[src/gpf_pkg.sv]
// ----------------------------------------------------------------------------
// gpf_pkg
// Shared widths, register indices and constants for the pair force block.
// ----------------------------------------------------------------------------
package gpf_pkg;

  localparam int unsigned DataW   = 32;   // Q16.16 field width
  localparam int unsigned DiffW   = 33;   // exact offset / magnitude of offset
  localparam int unsigned SqW     = 66;   // dx^2 + dy^2, Q32.32
  localparam int unsigned DsqW    = 50;   // sum of squares >> 16
  localparam int unsigned RootW   = 33;   // integer square root of SqW bits
  localparam int unsigned RemSqW  = 35;   // square-root partial remainder
  localparam int unsigned ProdW   = 96;   // G * ma * mb
  localparam int unsigned MagDW   = 48;   // clamped distance << 16
  localparam int unsigned MagW    = 64;   // force magnitude
  localparam int unsigned CompNW  = 97;   // magnitude * |offset|
  localparam int unsigned CompQW  = 32;   // component quotient bits
  localparam int unsigned CfgIdxW = 2;

  localparam logic [CfgIdxW-1:0] RegGravConst = 2'd0;
  localparam logic [CfgIdxW-1:0] RegMinDistSq = 2'd1;
  localparam logic [CfgIdxW-1:0] RegMaxDistSq = 2'd2;

  localparam logic [DataW-1:0] GravConstRst = 32'h0001_0000;
  localparam logic [DataW-1:0] MinDistSqRst = 32'h0001_0000;
  localparam logic [DataW-1:0] MaxDistSqRst = 32'hFFFF_FFFF;

  localparam logic [DataW-1:0] PosSat = 32'h7FFF_FFFF;
  localparam logic [DataW-1:0] NegSat = 32'h8000_0000;

endpackage

[src/gpf_sqrt_cell.sv]
// ----------------------------------------------------------------------------
// gpf_sqrt_cell
// One registered digit step of a restoring integer square root.
// ----------------------------------------------------------------------------
module gpf_sqrt_cell import gpf_pkg::*; #(
  parameter int unsigned SideW = 1
) (
  input  logic              clk,
  input  logic              rst_n,
  input  logic              en,
  input  logic              in_vld,
  input  logic [SqW-1:0]    in_s,
  input  logic [RemSqW-1:0] in_rem,
  input  logic [RootW-1:0]  in_root,
  input  logic [SideW-1:0]  in_side,
  output logic              out_vld,
  output logic [SqW-1:0]    out_s,
  output logic [RemSqW-1:0] out_rem,
  output logic [RootW-1:0]  out_root,
  output logic [SideW-1:0]  out_side
);

  localparam int unsigned TW = RemSqW + 2;

  logic              vld_r;
  logic [SqW-1:0]    s_r,    s_nxt;
  logic [RemSqW-1:0] rem_r,  rem_nxt;
  logic [RootW-1:0]  root_r, root_nxt;
  logic [SideW-1:0]  side_r;
  logic [TW-1:0]     tmp, trial;
  logic              ge;

  always_comb begin
    tmp      = {in_rem, in_s[SqW-1 -: 2]};
    trial    = TW'({in_root, 2'b01});
    ge       = (tmp >= trial);
    rem_nxt  = ge ? RemSqW'(tmp - trial) : RemSqW'(tmp);
    root_nxt = {in_root[RootW-2:0], ge};
    s_nxt    = {in_s[SqW-3:0], 2'b00};
  end

  always_ff @(posedge clk) begin
    if (!rst_n) begin
      vld_r <= 1'b0;
    end else if (en) begin
      vld_r <= in_vld;
    end
  end

  always_ff @(posedge clk) begin
    if (en) begin
      s_r    <= s_nxt;
      rem_r  <= rem_nxt;
      root_r <= root_nxt;
      side_r <= in_side;
    end
  end

  assign out_vld  = vld_r;
  assign out_s    = s_r;
  assign out_rem  = rem_r;
  assign out_root = root_r;
  assign out_side = side_r;

endmodule

[config.mk]
export PLATFORM = sky130hd
export DESIGN_NAME = gpf_sqrt_cell
export DESIGN_NICKNAME = d
export VERILOG_FILES = /design/src/gpf_pkg.sv /design/src/gpf_sqrt_cell.sv
export SDC_FILE = /design/constraint.sdc
export NUM_CORES = 1
export LEC_CHECK = 0
export ABC_CLOCK_PERIOD_IN_PS = 3600
export BUFFER_PORTS_ARGS = -buffer_cell sky130_fd_sc_hd__buf_2
export CORE_MARGIN = 8
export CORE_UTILIZATION = 48
export DETAILED_ROUTE_END_ITERATION = 12
export MAX_ROUTING_LAYER = met4
export PLACE_DENSITY = 0.81
export SYNTH_ARGS = -nofsm -noshare
export SYNTH_HDL_FRONTEND = slang
export SYNTH_SLANG_ARGS = --single-unit
[constraint.sdc]
create_clock -name clk -period 3.6 [get_ports clk]
set_input_delay 0.18 -clock clk [delete_from_list [all_inputs] [get_ports clk]]
set_output_delay 0.18 -clock clk [all_outputs]
set_load 0.005 [all_outputs]
==> impl_metrics.json <==
{
  "run_status": "finished, final reports clean",
  "end_kind": "register",
  "peakVddDrop_uv": 236,
  "die_height_um": 131,
  "core-area_mm2": 0.0131,
  "die_area_mm2": 0.0172,
  "hold_slack_ps": 24.7,
  "leakage_nw": 4.26,
  "syn_area_per_cell_um2": 12.4,
  "grt_max_degree": 95,
  "synth_seq_cells": 134,
  "synth.top_cell.area_share_pct": 62.6,
  "firstDrtPassIters": 5,
  "max_stage_delay_ps": 530,
  "synthArstFlopShare_pct": 0,
  "detail-route-antenna-nets": 0,
  "clock_latency_ps": 410,
  "synth.yosys.seq_area_share_pct": 62.9,
  "grt_usage_pct": 25.1,
  "cap_violations": 0,
  "cp.depth": 13,
  "grt_antenna_before_repair": 0,
  "cts_tree": "built",
  "synth_area_mm2": 0.00638,
  "yosys-top-cells-area": "edfxtp_1 (63%), ha_1 (6.9%), nand2_1 (3.5%)",
  "startpoint_type": "input port",
  "fin_nets": 1069,
  "cts_resized": 0,
  "timing.rr.end": "out_vld",
  "postRouteWirelength_um": 21500,
  "timing.fmax_mhz": 295,
  "ys_warn_count": 0,
  "n_antenna_cell": 0,
  "crit_top_cell": "o211ai_1",
  "ff2ff_setup_slack_ps": 3010,
  "vias": 5643,
  "fin_setup_tns_ps": 0,
  "detailed_place_hpwl_um": 14500,
  "setup.worst_path.class": "input port to register",
  "cts.path.max_buffers": 2,
  "pre_cts_ws_ps": 358,
  "syn2layout_area_growth_pct": 49.0,
  "critical_path_arrival_ps": 3620,
  "r2r_cells": 2,
  "r2r_start": "out_vld",
  "ys_types": 48,
  "cts_setup_buffers": 0,
  "p_per_area_mw_per_mm2": 483,
  "viasPerCell": 5.21,
  "rsz0062_at_grt": "false",
  "drt-initial-drc-count": 488,
  "start_util_pct": 48.6,
  "dieWidth_um": 131,
  "finalHoldViolCount": 0,
  "crit_end": "out_rem[29]",
  "cp_cell_sequence": "dlygate4sd3_1, buf_2, inv_1, ha_1, o21a_1, o211ai_1, a311o_1, o211ai_1, o211ai_1, a211oi_1, o211ai_4, buf_4, o31ai_1",
  "tightest_slew_ps": 839,
  "startpoint": "in_root[4]",
  "grt_overflow": 0,
  "port-buffer-count": 272,
  "critPathTopFamily": "compound AO/OA/AOI/OAI gates",
  "synth_edf_count": 133,
  "relSlewSlack_pct": 44.1,
  "crit_buf_inv": 4,
  "gp_congestion": 0.844,
  "crit_path_top_delay_cell": "dlygate4sd3_1",
  "drc": 0,
  "timing.final.ws_setup_ps": 216,
  "htree_levels": 4,
  "clk_pin_slew_ps": 60,
  "synth_top_cell_by_area": "edfxtp_1",
  "crit_required_ps": 3840,
  "worstHoldPathType": "input port to register",
  "grt_pass1_vias": 5678,
  "drv_slew": 0,
  "mostFrequentLayoutCells": "buf_2 (271), edfxtp_1 (133), dlygate4sd3_1 (98)",
  "finClkSkew_ps": 0,
  "finalSetupViolations": 0,
  "clock_sinks": 134,
  "post-route-min-period_ps": 3380,
  "wl_per_cell_um": 19.8,
  "row_count": 42,
  "cts_made_buffers": 17,
  "path_max_fanout": 20,
  "fin_crit_sh_pct": 94.0,
  "ys.flop_type": "edfxtp_1",
  "final_common_cell": "buf_2",
  "total_power_w": 0.00460,
  "root_buffer": "clkbuf_16",
  "drive_above_1_share_pct": 34.5,
  "syn-instance-count": 513,
  "grt_pass1_wl_um": 32700,
  "ios": 275
}
[how the worst min path moves through the flow]
stage,startpoint,cells past startpoint,end
after floorplan,in_root[9],0,out_root[10]
after global placement,in_s[19],1,out_s[21]
after detailed placement,in_s[59],1,out_s[61]
after CTS,in_vld,3,out_vld
after global routing,in_vld,3,out_vld
final,in_vld,3,out_vld
[what timing repair did]
item	4_1_cts	5_1_grt
hold endpoints to repair	98	0
hold buffers	98	0
endpoints found under the setup margin	0	6
[flip-flops by register name (all words and copies together), names as in the netlist]
| register | flops |
|---|---|
| out_side | 1 |
| out_root | 33 |
| out_vld | 1 |
| out_rem | 35 |
| out_s | 64 |
[routing by layer]
metal  share of wire [%]  up-vias  track usage [%]  routed length (um)
li1                    -     2641                -                   -
met1                  40     2669             29.3                8490
met2                  51      307             42.0               10900
met3                 7.8       26             5.95                1680
met4                 2.1        0             8.10                 444
met5                   0        -                -                   0
[cell families after synthesis]
kind of cell,synth area share [%]
mux,0.549
xor+xnor,4.53
compound gates,13.3
flops,62.9
buf+inv,3.98
simple gates,7.84
other cells,0.0587
fa+ha+maj,6.86
[final cells by class]
class                           count  area [um2]
Tap cell                          176         220
Inverter                           43         161
Clock inverter                     14         160
Fill cell                         858        3620
Clock buffer                       17         425
Timing Repair Buffer              376        2410
Multi-Input combinational cell    323        2130
Sequential cell                   134        4010
[synth_stat cells (3+ instances only)]
master,instances
edfxtp_1,133
nand2_1,59
inv_1,43
a21oi_1,37
ha_1,35
o21ai_1,29
nor2_1,21
a21o_1,19
xor2_1,17
xnor2_1,16
o21ai_0,13
nand3_1,8
clkbuf_1,6
o211ai_1,6
o21bai_1,6
nand4_1,5
nor3_1,5
and3_1,4
buf_6,4
o21a_1,4
a211oi_1,3
o31ai_1,3
or3_1,3
[per-stage QoR]
step | cell area, um2 | instances | utilization [%]
floorplan | 6390 | 514 | -
global placement | 7950 | 954 | 60.5
detailed placement | 7950 | 954 | 60.5
CTS | 9520 | 1083 | 72.4
global route | 9520 | 1083 | 72.4
finish | 9520 | 1083 | 72.4
[power breakdown]
part | switching, W | internal (W) | leakage (nW)
Combinational | 0.000475 | 0.000421 | 2.67
Clock | 0.000660 | 0.00108 | 0.278
Sequential | 0.0000457 | 0.00192 | 1.31
Total | 0.00118 | 0.00342 | 4.26
[worst register-to-register path, cell delays in order, from the launching register on]
cell     delay, ps
dfxtp_1        310
mux2i_1        120
nor2b_1         60
Power figures use the tool's default switching activity.
