## src/gpf_pkg.sv

```systemverilog
// ----------------------------------------------------------------------------
// gpf_pkg
// Shared widths, register indices and constants for the pair force block.
// ----------------------------------------------------------------------------
package gpf_pkg;

  localparam int unsigned DataW   = 32;   // Q16.16 field width
  localparam int unsigned DiffW   = 33;   // exact offset / magnitude of offset
  localparam int unsigned SqW     = 66;   // dx^2 + dy^2, Q32.32
  localparam int unsigned DsqW    = 50;   // sum of squares >> 16
  localparam int unsigned RootW   = 33;   // integer square root of SqW bits
  localparam int unsigned RemSqW  = 35;   // square-root partial remainder
  localparam int unsigned ProdW   = 96;   // G * ma * mb
  localparam int unsigned MagDW   = 48;   // clamped distance << 16
  localparam int unsigned MagW    = 64;   // force magnitude
  localparam int unsigned CompNW  = 97;   // magnitude * |offset|
  localparam int unsigned CompQW  = 32;   // component quotient bits
  localparam int unsigned CfgIdxW = 2;

  localparam logic [CfgIdxW-1:0] RegGravConst = 2'd0;
  localparam logic [CfgIdxW-1:0] RegMinDistSq = 2'd1;
  localparam logic [CfgIdxW-1:0] RegMaxDistSq = 2'd2;

  localparam logic [DataW-1:0] GravConstRst = 32'h0001_0000;
  localparam logic [DataW-1:0] MinDistSqRst = 32'h0001_0000;
  localparam logic [DataW-1:0] MaxDistSqRst = 32'hFFFF_FFFF;

  localparam logic [DataW-1:0] PosSat = 32'h7FFF_FFFF;
  localparam logic [DataW-1:0] NegSat = 32'h8000_0000;

endpackage

```

## src/gpf_div_cell.sv

```systemverilog
// ----------------------------------------------------------------------------
// gpf_div_cell
// One registered step of a restoring divider; quotient shifts into num.
// ----------------------------------------------------------------------------
module gpf_div_cell import gpf_pkg::*; #(
  parameter int unsigned DW    = 32,
  parameter int unsigned NW    = 32,
  parameter int unsigned SideW = 1
) (
  input  logic             clk,
  input  logic             rst_n,
  input  logic             en,
  input  logic             in_vld,
  input  logic [DW-1:0]    in_d,
  input  logic [DW-1:0]    in_rem,
  input  logic [NW-1:0]    in_num,
  input  logic [SideW-1:0] in_side,
  output logic             out_vld,
  output logic [DW-1:0]    out_d,
  output logic [DW-1:0]    out_rem,
  output logic [NW-1:0]    out_num,
  output logic [SideW-1:0] out_side
);

  logic             vld_r;
  logic [DW-1:0]    d_r;
  logic [DW-1:0]    rem_r, rem_nxt;
  logic [NW-1:0]    num_r, num_nxt;
  logic [SideW-1:0] side_r;
  logic [DW:0]      t;
  logic             ge;

  always_comb begin
    t       = {in_rem, in_num[NW-1]};
    ge      = (t >= {1'b0, in_d});
    rem_nxt = ge ? DW'(t - {1'b0, in_d}) : DW'(t);
    num_nxt = {in_num[NW-2:0], ge};
  end

  always_ff @(posedge clk) begin
    if (!rst_n) begin
      vld_r <= 1'b0;
    end else if (en) begin
      vld_r <= in_vld;
    end
  end

  always_ff @(posedge clk) begin
    if (en) begin
      d_r    <= in_d;
      rem_r  <= rem_nxt;
      num_r  <= num_nxt;
      side_r <= in_side;
    end
  end

  assign out_vld  = vld_r;
  assign out_d    = d_r;
  assign out_rem  = rem_r;
  assign out_num  = num_r;
  assign out_side = side_r;

endmodule

```

## config.mk

```make
export PLATFORM = sky130hd
export DESIGN_NAME = gpf_div_cell
export DESIGN_NICKNAME = d
export VERILOG_FILES = /design/src/gpf_pkg.sv /design/src/gpf_div_cell.sv
export SDC_FILE = /design/constraint.sdc
export NUM_CORES = 1
export LEC_CHECK = 0
export ABC_AREA = 0
export BUFFER_PORTS_ARGS = -buffer_cell sky130_fd_sc_hd__buf_2
export CAP_MARGIN = 20
export CORE_MARGIN = 1
export CORE_UTILIZATION = 50
export CTS_CLUSTER_DIAMETER = 200
export CTS_CLUSTER_SIZE = 14
export DETAILED_ROUTE_END_ITERATION = 7
export GPL_TIMING_DRIVEN = 0
export HOLD_SLACK_MARGIN = 0.08
export PLACE_DENSITY_LB_ADDON = 0.08
export SKIP_LAST_GASP = 1
export SLEW_MARGIN = 20
export SYNTH_ARGS = -nofsm -noshare
export SYNTH_HDL_FRONTEND = slang
export SYNTH_SLANG_ARGS = --single-unit
```

## constraint.sdc

```tcl
create_clock -name clk -period 7.9 [get_ports clk]
set_clock_uncertainty 0.2 [all_clocks]
set_input_delay 1.58 -clock clk [delete_from_list [all_inputs] [get_ports clk]]
set_output_delay 1.58 -clock clk [all_outputs]
set_load 0.1 [all_outputs]
```

==> metrics.log <==
[metrics] post-detailed-routing wire length: 12100 microns
[metrics] total die area: 10700 sq um
[metrics] Yosys warning count: 0
[metrics] num rows: 36
[metrics] leading cell type in the layout, fill and taps excluded: buf_2
[metrics] worst path required time: 7.83 ns
[metrics] post-layout instance count excluding filler cells: 791
[metrics] x dimension of the die: 104 microns
[metrics] post-CTS clock slew at the launch and capture registers of the worst setup and hold paths: 0.10 ns
[metrics] largest family of logic cells by synthesized area: compound AO/OA/AOI/OAI gates
[metrics] commonest non-fill, non-tap cells in the layout: buf_2 (205), edfxtp_1 (97), a21oi_1 (54)
[metrics] number of buffers inserted for hold repair after clock tree synthesis: 0
[metrics] die boundary height: 104 microns
[metrics] mux share of post-synthesis cell area: 0.0277
[metrics] pin count of the biggest net entering global routing: 65
[metrics] final standard cell area without fillers: 6550 sq um
[metrics] crit path buf inv count: 4
[metrics] Endpoint, Worst Hold: out_vld$_SDFFE_PN0P_
[metrics] wire length of the first global-routing pass: 19100 microns
[metrics] synthesized flop and latch total: 98
[metrics] endpoint of the worst register-to-register path: out_vld$_SDFFE_PN0P_
[metrics] compound-cell area share of the yosys netlist: 0.143
[metrics] mean cell area of the mapped netlist: 11.6 sq um
[metrics] dpl cells: 775
[metrics] detailed-placement wirelength estimate: 9240 microns
[metrics] count of mapped cells out of synthesis: 443
[metrics] layout cells sized above 1: 0.360
[metrics] DRC violation total after the first TritonRoute iteration: 217
[metrics] simple-gate area share of the yosys netlist: 0.0891
[metrics] number of buffers created by CTS: 9
[metrics] Crit Path Class: primary input to flop
[metrics] Nets: 787
[metrics] number of port buffers: 198
[metrics] pin slew with the least headroom to its limit: 0.547 ns
[metrics] largest cells by area after synthesis: edfxtp_1 (56%), ha_1 (7.8%), a21oi_1 (5.2%)
[metrics] final weighted congestion of routability-driven global placement: 0.895
[metrics] Post-Synthesis Net Count: 577
[metrics] async set-or-reset flop fraction in the synthesized netlist: 0
[metrics] path depth of the worst reg2reg path: 2
[metrics] MaxCap Viol Count: 0
[metrics] count of pins over their slew limit: 0
[metrics] element type at the critical path end: flop
[metrics] count of cells resized by post-cts repair: 0
[metrics] cell area after technology mapping: 5160 sq um
[metrics] share of the synthesized area in the top cell type: 0.565
[metrics] Routed WL per cell: 15.3 microns
[metrics] RR Startpoint: out_vld$_SDFFE_PN0P_
[metrics] area delta synth->final: 27.0%
[metrics] sequential share of the synthesized area: 0.569
[metrics] via count: 4160
[metrics] latest clock arrival within the worst-skew pair: 0.37 ns
[metrics] highest fanout seen on the critical path: 10
[metrics] slowest CP cell: o31ai_4
[metrics] count of flip-flops with a built-in enable after synthesis: 97
[metrics] xor and xnor fraction of the mapped netlist area: 0.0459
[metrics] power density cells: 255 nW/um^2
[metrics] Yosys top cell by area: edfxtp_1
[metrics] final-layout setup total negative slack: 0 ns
[metrics] Hold Vio Cnt, Final: 0
[metrics] number of detailed-route iterations in the first pass: 4
[metrics] Core Footprint: 9860 sq um
[metrics] clock root cell: clkbuf_8
[metrics] Max Buffers Root-to-Sink: 2
[metrics] critical path startpoint: in_d[11]
[metrics] Leak: 2.95 nW
[metrics] CTS H-tree depth: 3
[metrics] result of the run: completed
[metrics] setup violators final: 0
[metrics] ordered cell list for the critical path: buf_2 -> inv_1 -> ha_1 -> clkbuf_1 -> nand4_1 -> or4_1 -> a21oi_1 -> nor3_1 -> a211oi_2 -> o21ai_2 -> o31ai_4 -> buf_4 -> mux2_1
[metrics] CP startpoint kind: primary input
[metrics] adder and majority gate portion of the synthesized area: 0.0815
[metrics] setup slack on the worst flop-to-flop path: 7.11 ns
[metrics] Hold Path Depth: 2
[metrics] cell type group with the largest total delay on the critical path: compound AO/OA/AOI/OAI gates
[metrics] unrepaired setup endpoints after global routing: false
[metrics] Slew HR: 0.635
[metrics] I/O pin cnt: 199
[metrics] library cells used by synthesis: 48
[metrics] Clock Sink Count: 98
[metrics] Post-synth top flop: edfxtp_1
[metrics] mean number of vias per cell: 5.26
[metrics] aggregate global-route resource usage: 0.228
[metrics] initial antenna violation count: 0
[metrics] setup repair bufs after CTS: 0
[metrics] period utilisation layout: 0.603
[metrics] crit path DAT: 4.69 ns
[metrics] Initial Utilization: 0.523
[metrics] number of diodes: 0
[metrics] source of the worst hold timing path: out_vld$_SDFFE_PN0P_
[metrics] Total Power Consumption: 0.00167 W
[metrics] Fill cells: 813
[metrics] worst min-delay path category: flop to flop
[metrics] clock tree from TritonCTS: built
[metrics] post-route minimum period: 4.76 ns
[metrics] vias in the first global route: 3989
[metrics] slowest stage delay, CP: 0.53 ns
[metrics] maximum ir drop on the vdd rail: 0.126 mV
[metrics] drc violations: 0
[metrics] Fmax achieved: 210 MHz
[metrics] Overflow after GRT: 0
[metrics] antenna viol nets, final: 0
[metrics] standard cell area after detailed placement: 6340 sq um
==> synthesized netlist by cell type (2+ instances only) <==
cell type  instances
a211o_1            2
a211oi_1           3
a21o_1            12
a21oi_1           54
a2bb2oi_1          2
a31oi_1            5
and4_1             2
buf_2              8
buf_4              3
clkbuf_1           5
edfxtp_1          97
ha_1              32
inv_1             38
mux2_1             4
mux2_2             6
mux2i_1            3
nand2_1           27
nand2b_1           4
nand3_1            8
nand4_1            7
nor2_1            36
nor2b_1            3
nor3_1             2
nor4_1             4
o211ai_1           4
o21a_1             6
o21ai_0           16
o21bai_1           3
o22ai_1            2
o41ai_1            2
xnor2_1           16
xor2_1            11
==> cell families (layout without fill, tap and decap cells) <==
| logic type | count (synthesis) | in the layout |
|---|---|---|
| DFF | 98 | 98 |
| buffers and inverters | 55 | 270 |
| adders and majority gates | 33 | 33 |
| muxes | 13 | 13 |
| and+or+nand+nor | 99 | 99 |
| xor gates and xnor gates | 27 | 27 |
| AOI/OAI and AO/OA | 118 | 118 |
==> worst max path at each step <==
stage | cells after the start | end
3_5_place_dp | 13 | out_rem[26]$_DFFE_PP_
5_1_grt | 13 | out_rem[26]$_DFFE_PP_
6_report | 13 | out_rem[23]$_DFFE_PP_
3_3_place_gp | 13 | out_rem[26]$_DFFE_PP_
2_1_floorplan | 12 | out_rem[13]$_DFFE_PP_
4_1_cts | 13 | out_rem[23]$_DFFE_PP_
==> metrics by stage <==
stage | hold slack, ns | setup slack (ns) | util
floorplan | 0.781 | 3.34 | -
finish | 0.331 | 3.14 | 0.664
CTS | 0.336 | 3.13 | 0.664
global route | 0.375 | 2.89 | 0.664
detailed placement | 0.311 | 2.71 | 0.643
global placement | 0.297 | 2.77 | 0.640
==> power by group <==
part | leakage, nW | switching [W] | internal [W]
Clock | 0.0926 | 0.000181 | 0.000151
Sequential | 0.958 | 0.0000118 | 0.000638
Combinational | 1.90 | 0.000548 | 0.000137
Total | 2.95 | 0.000741 | 0.000926
==> registers in the layout, summed over array words and instances (netlist names) <==
signal / count
out_d: 32
out_num: 32
out_rem: 32
out_side: 1
out_vld: 1
==> cell type report <==
| type | count | area (sq um) | share of cell area |
|---|---|---|---|
| repair buffers | 199 | 1020 | 0.156 |
| flip-flops and latches | 98 | 2930 | 0.448 |
| plain buffers | 17 | 86.3 | 0.0132 |
| clock buffers | 10 | 128 | 0.0195 |
| clock inverters | 6 | 75.1 | 0.0115 |
| well taps | 133 | 166 | 0.0254 |
| inverters | 38 | 143 | 0.0218 |
| multi-input cells | 290 | 1990 | 0.305 |
==> worst min-delay path: stages, from the launching register on <==
cell     delay (ns)
dfxtp_1        0.32
mux2i_1        0.12
nor2b_1        0.06
==> metal layers <==
metal / global-route usage / part of all wire / wire length [microns] / up-vias
met3: 0.0434 / 0.071 / 861 / 24
met1: 0.284 / 0.44 / 5320 / 1903
met2: 0.380 / 0.47 / 5640 / 186
met4: 0.110 / 0.025 / 297 / 0
li1: - / - / - / 2047
met5: 0 / 0 / 0 / -
(Power assumes the default switching activity.)
